### config.mk
export PLATFORM = sky130hd
export DESIGN_NAME = mvt_sat
export DESIGN_NICKNAME = d
export VERILOG_FILES = /design/src/design/mvt_pkg.sv /design/src/design/mvt_sat.sv
export SDC_FILE = /design/constraint.sdc
export NUM_CORES = 1
export LEC_CHECK = 0
export BUFFER_PORTS_ARGS = -buffer_cell sky130_fd_sc_hd__clkbuf_2
export CORE_AREA = 5 5 151 153
export CTS_CLUSTER_DIAMETER = 40
export DETAILED_ROUTE_END_ITERATION = 16
export DIE_AREA = 0 0 156 158
export SLEW_MARGIN = 20
export SYNTH_ARGS = -nofsm -noshare
export SYNTH_HDL_FRONTEND = slang
export SYNTH_SLANG_ARGS = --single-unit
### constraint.sdc
create_clock -name clock -period 5.1 [get_ports clock]
set_input_delay 0.51 -clock clock [delete_from_list [all_inputs] [get_ports clock]]
set_output_delay 0.51 -clock clock [all_outputs]
set_load 0.01 [all_outputs]
### src/design/mvt_pkg.sv
// ----------------------------------------------------------------------------
// mvt_pkg: shared constants for the matrix vector transform
// Matrix shape, bus field width and register indexes of the matrix bank.
// ----------------------------------------------------------------------------
package mvt_pkg;

   // matrix shape
   localparam int NUM_ROWS  = 4;
   localparam int NUM_COLS  = 4;

   // width of one field on the request and response buses
   localparam int FIELD_W   = 32;

   // matrix register bank
   localparam int REG_COUNT = 8;
   localparam int REG_IDX_W = 3;
   localparam int REG_W     = 64;

   // register indexes, two elements per register
   typedef enum logic [REG_IDX_W-1:0] {
      REG_ROW0_COLS01 = 3'd0,
      REG_ROW0_COLS23 = 3'd1,
      REG_ROW1_COLS01 = 3'd2,
      REG_ROW1_COLS23 = 3'd3,
      REG_ROW2_COLS01 = 3'd4,
      REG_ROW2_COLS23 = 3'd5,
      REG_ROW3_COLS01 = 3'd6,
      REG_ROW3_COLS23 = 3'd7
   } reg_idx_type;

endpackage

### src/design/mvt_sat.sv
// ----------------------------------------------------------------------------
// mvt_sat: scale, clip and output register
// Shifts each full-width row sum right by the fraction bits (floor), clips it
// to the signed data range and holds the response until it is taken.
// ----------------------------------------------------------------------------
module mvt_sat
   import mvt_pkg::*;
#(
   parameter int DATA_WIDTH = 32,
   parameter int FRAC_BITS  = 16
) (
   input  logic                         clock,
   input  logic                         reset,
   input  logic                         in_valid,
   output logic                         in_ready,
   input  logic signed [2*DATA_WIDTH+1:0] in_sum [NUM_ROWS],
   output logic                         rsp_tvalid,
   input  logic                         rsp_tready,
   output logic [NUM_ROWS*FIELD_W-1:0]  rsp_tdata,
   output logic                         rsp_tuser
);

   localparam int SUM_W = 2 * DATA_WIDTH + 2;
   localparam int EXT_W = (SUM_W > DATA_WIDTH) ? SUM_W : DATA_WIDTH + 1;

   localparam logic signed [EXT_W-1:0] MAX_V =
      {{(EXT_W-DATA_WIDTH+1){1'b0}}, {(DATA_WIDTH-1){1'b1}}};
   localparam logic signed [EXT_W-1:0] MIN_V =
      {{(EXT_W-DATA_WIDTH+1){1'b1}}, {(DATA_WIDTH-1){1'b0}}};

   logic                        valid_ff;
   logic [NUM_ROWS*FIELD_W-1:0] data_ff;
   logic [NUM_ROWS*FIELD_W-1:0] data_in;
   logic                        sat_ff;
   logic                        sat_in;
   logic                        load;

   logic signed [EXT_W-1:0]      shifted [NUM_ROWS];
   logic signed [DATA_WIDTH-1:0] clipped [NUM_ROWS];

   assign in_ready = !valid_ff || rsp_tready;
   assign load     = in_valid && in_ready;

   // floor shift, clip and sign-extend to the bus field
   always_comb begin
      sat_in = 1'b0;
      for (int r = 0; r < NUM_ROWS; r++) begin
         shifted[r] = EXT_W'(in_sum[r]) >>> FRAC_BITS;
         if (shifted[r] > MAX_V) begin
            clipped[r] = MAX_V[DATA_WIDTH-1:0];
            sat_in     = 1'b1;
         end else if (shifted[r] < MIN_V) begin
            clipped[r] = MIN_V[DATA_WIDTH-1:0];
            sat_in     = 1'b1;
         end else begin
            clipped[r] = shifted[r][DATA_WIDTH-1:0];
         end
         data_in[r*FIELD_W +: FIELD_W] = FIELD_W'(clipped[r]);
      end
   end

   // response valid
   always_ff @(posedge clock) begin
      if (reset) begin
         valid_ff <= 1'b0;
      end else if (in_ready) begin
         valid_ff <= in_valid;
      end
   end

   // response payload
   always_ff @(posedge clock) begin
      if (load) begin
         data_ff <= data_in;
         sat_ff  <= sat_in;
      end
   end

   assign rsp_tvalid = valid_ff;
   assign rsp_tdata  = data_ff;
   assign rsp_tuser  = sat_ff;

endmodule

==> results.toml, run 1 <==
[run_status]
status = "finished clean"

[placement]
dp_hpwl_um = 12600
port_buffers = 334
dpl_cell_area_um2 = 7420
gp_congestion = 0.820

[critical_path]
end_kind = "flip-flop"
crit_chain = "nand2b_1, and2_4, buf_12"
crit_required_ns = 5.16
crit_family = "simple AND/OR/NAND/NOR gates"
arrival_ns = 2.05
critPathLaunchType = "flip-flop"
cp_num_buf_inv = 1
critPathKind = "flip-flop to flip-flop"
max_stage_delay_ns = 0.71
regToRegSetupSlack_ns = 3.11
cp_slowest_cell = "and2_4"
critical_path.max_fanout = 68

[yosys]
synthCells = 355
yosys.area.top_type_share_pct = 71.0
syn_nets = 623
ys_types = 27
synth_edf_count = 129
synth-seq-area-share_pct = 71.4
synth.avg_cell_area_um2 = 15.4
yosys-top-cells-count = "edfxtp_1 (129), a21o_1 (124), nand4_1 (16), nor4_1 (16), clkbuf_1 (15)"
synthArstFlopShare_pct = 0
synth_area_leaders = "edfxtp_1 (71%), a21o_1 (17%), nand4_1 (1.8%)"
yosys_warnings = 0
synth_most_common_cell = "edfxtp_1"
syn_area_um2 = 5450
yosys.area.top_type = "edfxtp_1"
synth_ff_type = "edfxtp_1"
synth_seq_cells = 130

[sta]
max_freq_mhz = 503
fin_crit_sh_pct = 39.0
setup_viol_count_final = 0
worst_hold_slack_ns = 0.240
tightest_slew_ns = 0.860
max_slew_margin_pct = 42.7
skew_ns = 0.0102
drv_slew = 0
finalSetupTns_ns = 0
finalHoldViolCount = 0
period_minus_slack_ns = 1.99
rsz0062_at_grt = "false"

[routing]
avgViaCountPerCell = 4.43
drtIter0Drc = 204
wl_per_cell_um = 16.9
dr.pass1.iters = 4
ant_nets = 0
drc = 0
num_vias = 4350
wirelength_um = 16600

[cells_and_area]
finalInstanceArea_um2 = 8030
drive_gt1_share_pct = 54.4
n_antenna_cell = 0
syn2layout_area_growth_pct = 47.3
nets = 956
fin_util_pct = 37.5

[pwr]
total_power_mw = 2.85
power.leakage_nw = 3.78
peakVddDrop_mv = 0.198
power_density_nw_per_um2 = 355

[die]
core-area_um2 = 21400
fp.dieW_um = 156
die_h_um = 158
rows = 54
initial_utilization_pct = 25.5
dieArea_um2 = 24600
ios = 399

[clock_tree]
numClockSinks = 130
root_buffer = "clkbuf_16"
clk_latency_ns = 0.41
ctsHoldBuffers = 0
htreeDepth = 4
clock_path_buffers = 2
numCtsBuffers = 17
cts_resized = 0
post-cts-setup-buffers = 0
cts_tree = "built"
clk_pin_slew_worst_paths_ns = 0.06

[global_route]
antenna_found_initial = 0
grt_use_total_pct = 13.0
grt_overflow = 0
grt_pass1_wl_um = 24500
grt_pass1_vias = 4439
grt_max_degree = 69

[min_path]
hp-class = "input pin to flip-flop"

[job]
drv_cap = 0
[worst register-to-register path, stage by stage, from the launching register on]
cell and delay, ns:
dfxtp_1 0.31, nand2b_1 0.10, and2_4 0.71, buf_12 0.42
[worst paths after layout]
kind | cells past startpoint | to | startpoint
setup / recovery | 3 | rsp_tdata[12] | rsp_tvalid
hold / removal | 2 | rsp_tvalid | reset
setup reg to reg | 3 | rsp_tdata[12] | rsp_tvalid
hold reg to reg | 2 | rsp_tvalid | rsp_tvalid
[layout by cell type, fill, tap and decap left out, drive strengths merged]
cell type	Yosys	layout
a2111o	1	1
a21bo	1	1
a21o	124	124
a21oi	1	1
a2bb2oi	3	3
a31oi	4	4
and2	1	1
and3	4	4
and3b	3	3
and4	3	3
buf	13	8
bufinv	0	3
clkbuf	15	355
clkinv	0	3
clkinvlp	0	3
dfxtp	1	1
edfxtp	129	129
inv	1	3
nand2	1	1
nand2b	1	1
nand3	4	4
nand4	16	16
nand4b	1	1
nor2	5	5
nor3	1	1
nor4	16	16
o21ai	3	3
or3	3	3
[power breakdown]
group	internal (mW)	switching (mW)	leakage [nW]
registers	1.26	0.0157	1.22
clock network	0.799	0.471	0.290
logic	0.142	0.170	2.27
total	2.20	0.657	3.78
[through the flow]
stage | cells | worst slack (ns)
2_1_floorplan | 355 | 0.904
3_3_place_gp | 949 | 2.82
3_5_place_dp | 949 | 2.81
4_1_cts | 981 | 3.10
5_1_grt | 981 | 2.98
6_report | 981 | 3.11
[metal layers]
metal	share of wire [%]	GRT usage, %	vias up	wire length, um
met5	0	0	-	0
met4	2.1	5.42	0	356
met3	10	5.08	20	1720
met2	49	22.0	224	8130
met1	38	14.6	2015	6380
li1	-	-	2091	-
[area by class of cell]
cell class | instances | area, um^2
Fill cell | 2113 | 13400
Sequential cell | 130 | 3890
Timing Repair Buffer | 342 | 1740
Multi-Input combinational cell | 196 | 1430
Clock buffer | 21 | 460
Tap cell | 280 | 350
Clock inverter | 11 | 153
Inverter | 1 | 3.75
[flip-flops by register name (all words and copies together), names as in the netlist]
signal	flops
rsp_tdata	128
rsp_tuser	1
rsp_tvalid	1
[kinds of logic (layout without fill, tap and decap cells)]
kind of cell / Yosys count / after routing / share of synthesized area [%]
and+or+nand+nor: 59 / 59 / 6.70
DFF: 130 / 130 / 71.4
buffers and inverters: 29 / 375 / 2.91
AOI/OAI and AO/OA: 137 / 137 / 19.0
No activity file was read; power rests on OpenSTA's default activity.
==> inputs of run 2 (changes only) <==
==> constraint.sdc (replaced) <==
create_clock -name clock -period 1.6 [get_ports clock]
set_input_delay 0.16 -clock clock [delete_from_list [all_inputs] [get_ports clock]]
set_output_delay 0.16 -clock clock [all_outputs]
set_load 0.01 [all_outputs]
==> results.toml, run 2 (synthesized netlist as in run 1, its figures left out) <==
[placement]
port_buffers = 334
place_ws_ns = -0.129
dp_hpwl_um = 13200
gp_congestion = 0.846
dpl.cell_count = 972

[critical_path]
crit_chain = "dlygate4sd3_1, clkbuf_2, and3b_1, a2bb2oi_1, a2111o_1"
r2r_start = "rsp_tvalid"
critical_path.max_fanout = 5
cp_num_buf_inv = 2
r2r-end = "rsp_tdata[17]"
end_kind = "flip-flop"
regToRegSetupSlack_ns = 0.31
crit_family = "buffers and inverters"
arrival_ns = 1.58
crit_required_ns = 1.75
critPathLaunchType = "input pin"
r2r_cells = 4
cp_slowest_cell = "dlygate4sd3_1"
max_stage_delay_ns = 0.55
critPathKind = "input pin to flip-flop"

[sta]
drv_slew = 0
fin_crit_sh_pct = 89.4
period_minus_slack_ns = 1.43
tightest_slew_ns = 0.451
rsz0062_at_grt = "false"
max_slew_margin_pct = 69.8
setup_slack_ns = 0.170
setup_viol_count_final = 0
finalSetupTns_ns = 0
finalHoldViolCount = 0
skew_ns = 0.00758
max_freq_mhz = 699

[min_path]
min-delay-start = "in_sum[219]"
min_to = "rsp_tdata[5]"
hp-class = "input pin to flip-flop"
hold_depth = 2

[die]
rows = 54
core-area_um2 = 21400
dieArea_um2 = 24600
die_h_um = 158
ios = 399
initial_utilization_pct = 25.5
fp.dieW_um = 156

[pwr]
total_power_mw = 8.90
peakVddDrop_mv = 0.616
power.leakage_nw = 4.03
power_density_nw_per_um2 = 1040

[routing]
wirelength_um = 17200
avgViaCountPerCell = 4.48
drc = 0
ant_nets = 0
num_vias = 4601
wl_per_cell_um = 16.7
dr.pass1.iters = 4
drtIter0Drc = 208

[cells_and_area]
drive_gt1_share_pct = 54.4
fill_cells = 2081
fin_util_pct = 39.9
n_antenna_cell = 0
largest_register_ffs = 128
layout_commonest_cell = "clkbuf_2"
layout_common_cells = "clkbuf_2 (334), edfxtp_1 (129), a21o_1 (124), dlygate4sd3_1 (24), buf_4 (19)"
final_cells = 1028
nets = 1003
syn2layout_area_growth_pct = 56.6

[global_route]
antenna_found_initial = 1
grt_pass1_wl_um = 25800
grt_max_degree = 53
grt_overflow = 0
grt_use_total_pct = 13.5
grt_pass1_vias = 4653

[run_status]
status = "finished clean"

[job]
drv_cap = 0

[clock_tree]
numCtsBuffers = 17
numClockSinks = 130
htreeDepth = 4
clk_latency_ns = 0.41
clock_path_buffers = 2
cts_tree = "built"
root_buffer = "clkbuf_16"
clk_pin_slew_worst_paths_ns = 0.06
run 2: worst max path at each step:
stage | start | endpoint | slack, ns | depth (start not counted)
after floorplan | rsp_tvalid | rsp_tdata[0] | -0.19 | 2
final | in_sum[263] | rsp_tuser | 0.17 | 5
after global routing | in_sum[263] | rsp_tuser | 0.12 | 5
after detailed placement | in_sum[260] | rsp_tuser | -0.13 | 6
after CTS | in_sum[263] | rsp_tuser | 0.16 | 5
after global placement | in_sum[260] | rsp_tuser | -0.14 | 6
run 2: final cells by class:
class | instances | area (um^2) | share of cell area (%)
inverters | 1 | 3.75 | 0.0440
repair buffers | 389 | 2290 | 26.9
flip-flops and latches | 130 | 3890 | 45.6
clock buffers | 17 | 425 | 4.98
clock inverters | 15 | 133 | 1.55
well taps | 280 | 350 | 4.10
multi-input cells | 196 | 1440 | 16.8
run 2: power breakdown:
| group | internal (mW) | leakage, nW | switching (mW) |
|---|---|---|---|
| Sequential | 4.00 | 1.22 | 0.0509 |
| Combinational | 0.563 | 2.55 | 0.568 |
| Clock | 2.15 | 0.268 | 1.56 |
run 2: metrics by stage:
stage,instance area (um^2),hold slack (ns)
after CTS,8500,0.000316
final,8540,0.0248
after detailed placement,7740,0.310
after floorplan,5460,0.222
after global routing,8540,0.000395
after global placement,7740,0.307
run 2: layer usage:
layer | wire length (um) | track usage, % | part of all wire (%)
met4 | 325 | 4.34 | 1.9
met1 | 6590 | 15.5 | 38
met3 | 1690 | 5.69 | 9.8
met2 | 8560 | 22.9 | 50
met5 | 20 | 0 | 0.12
run 2: worst reg2reg max path, cell delays in order, from the launching register on:
cell and delay, ns:
dfxtp_2 0.33, nand2b_4 0.07, and2_4 0.17, buf_12 0.19, buf_12 0.22
run 2: timing repair:
| action | 4_1_cts | 5_1_grt |
|---|---|---|
| setup buffers | 0 | 0 |
| hold endpoints to repair | 19 | 4 |
| gates resized for setup | 0 | 0 |
| hold buffers | 20 | 4 |
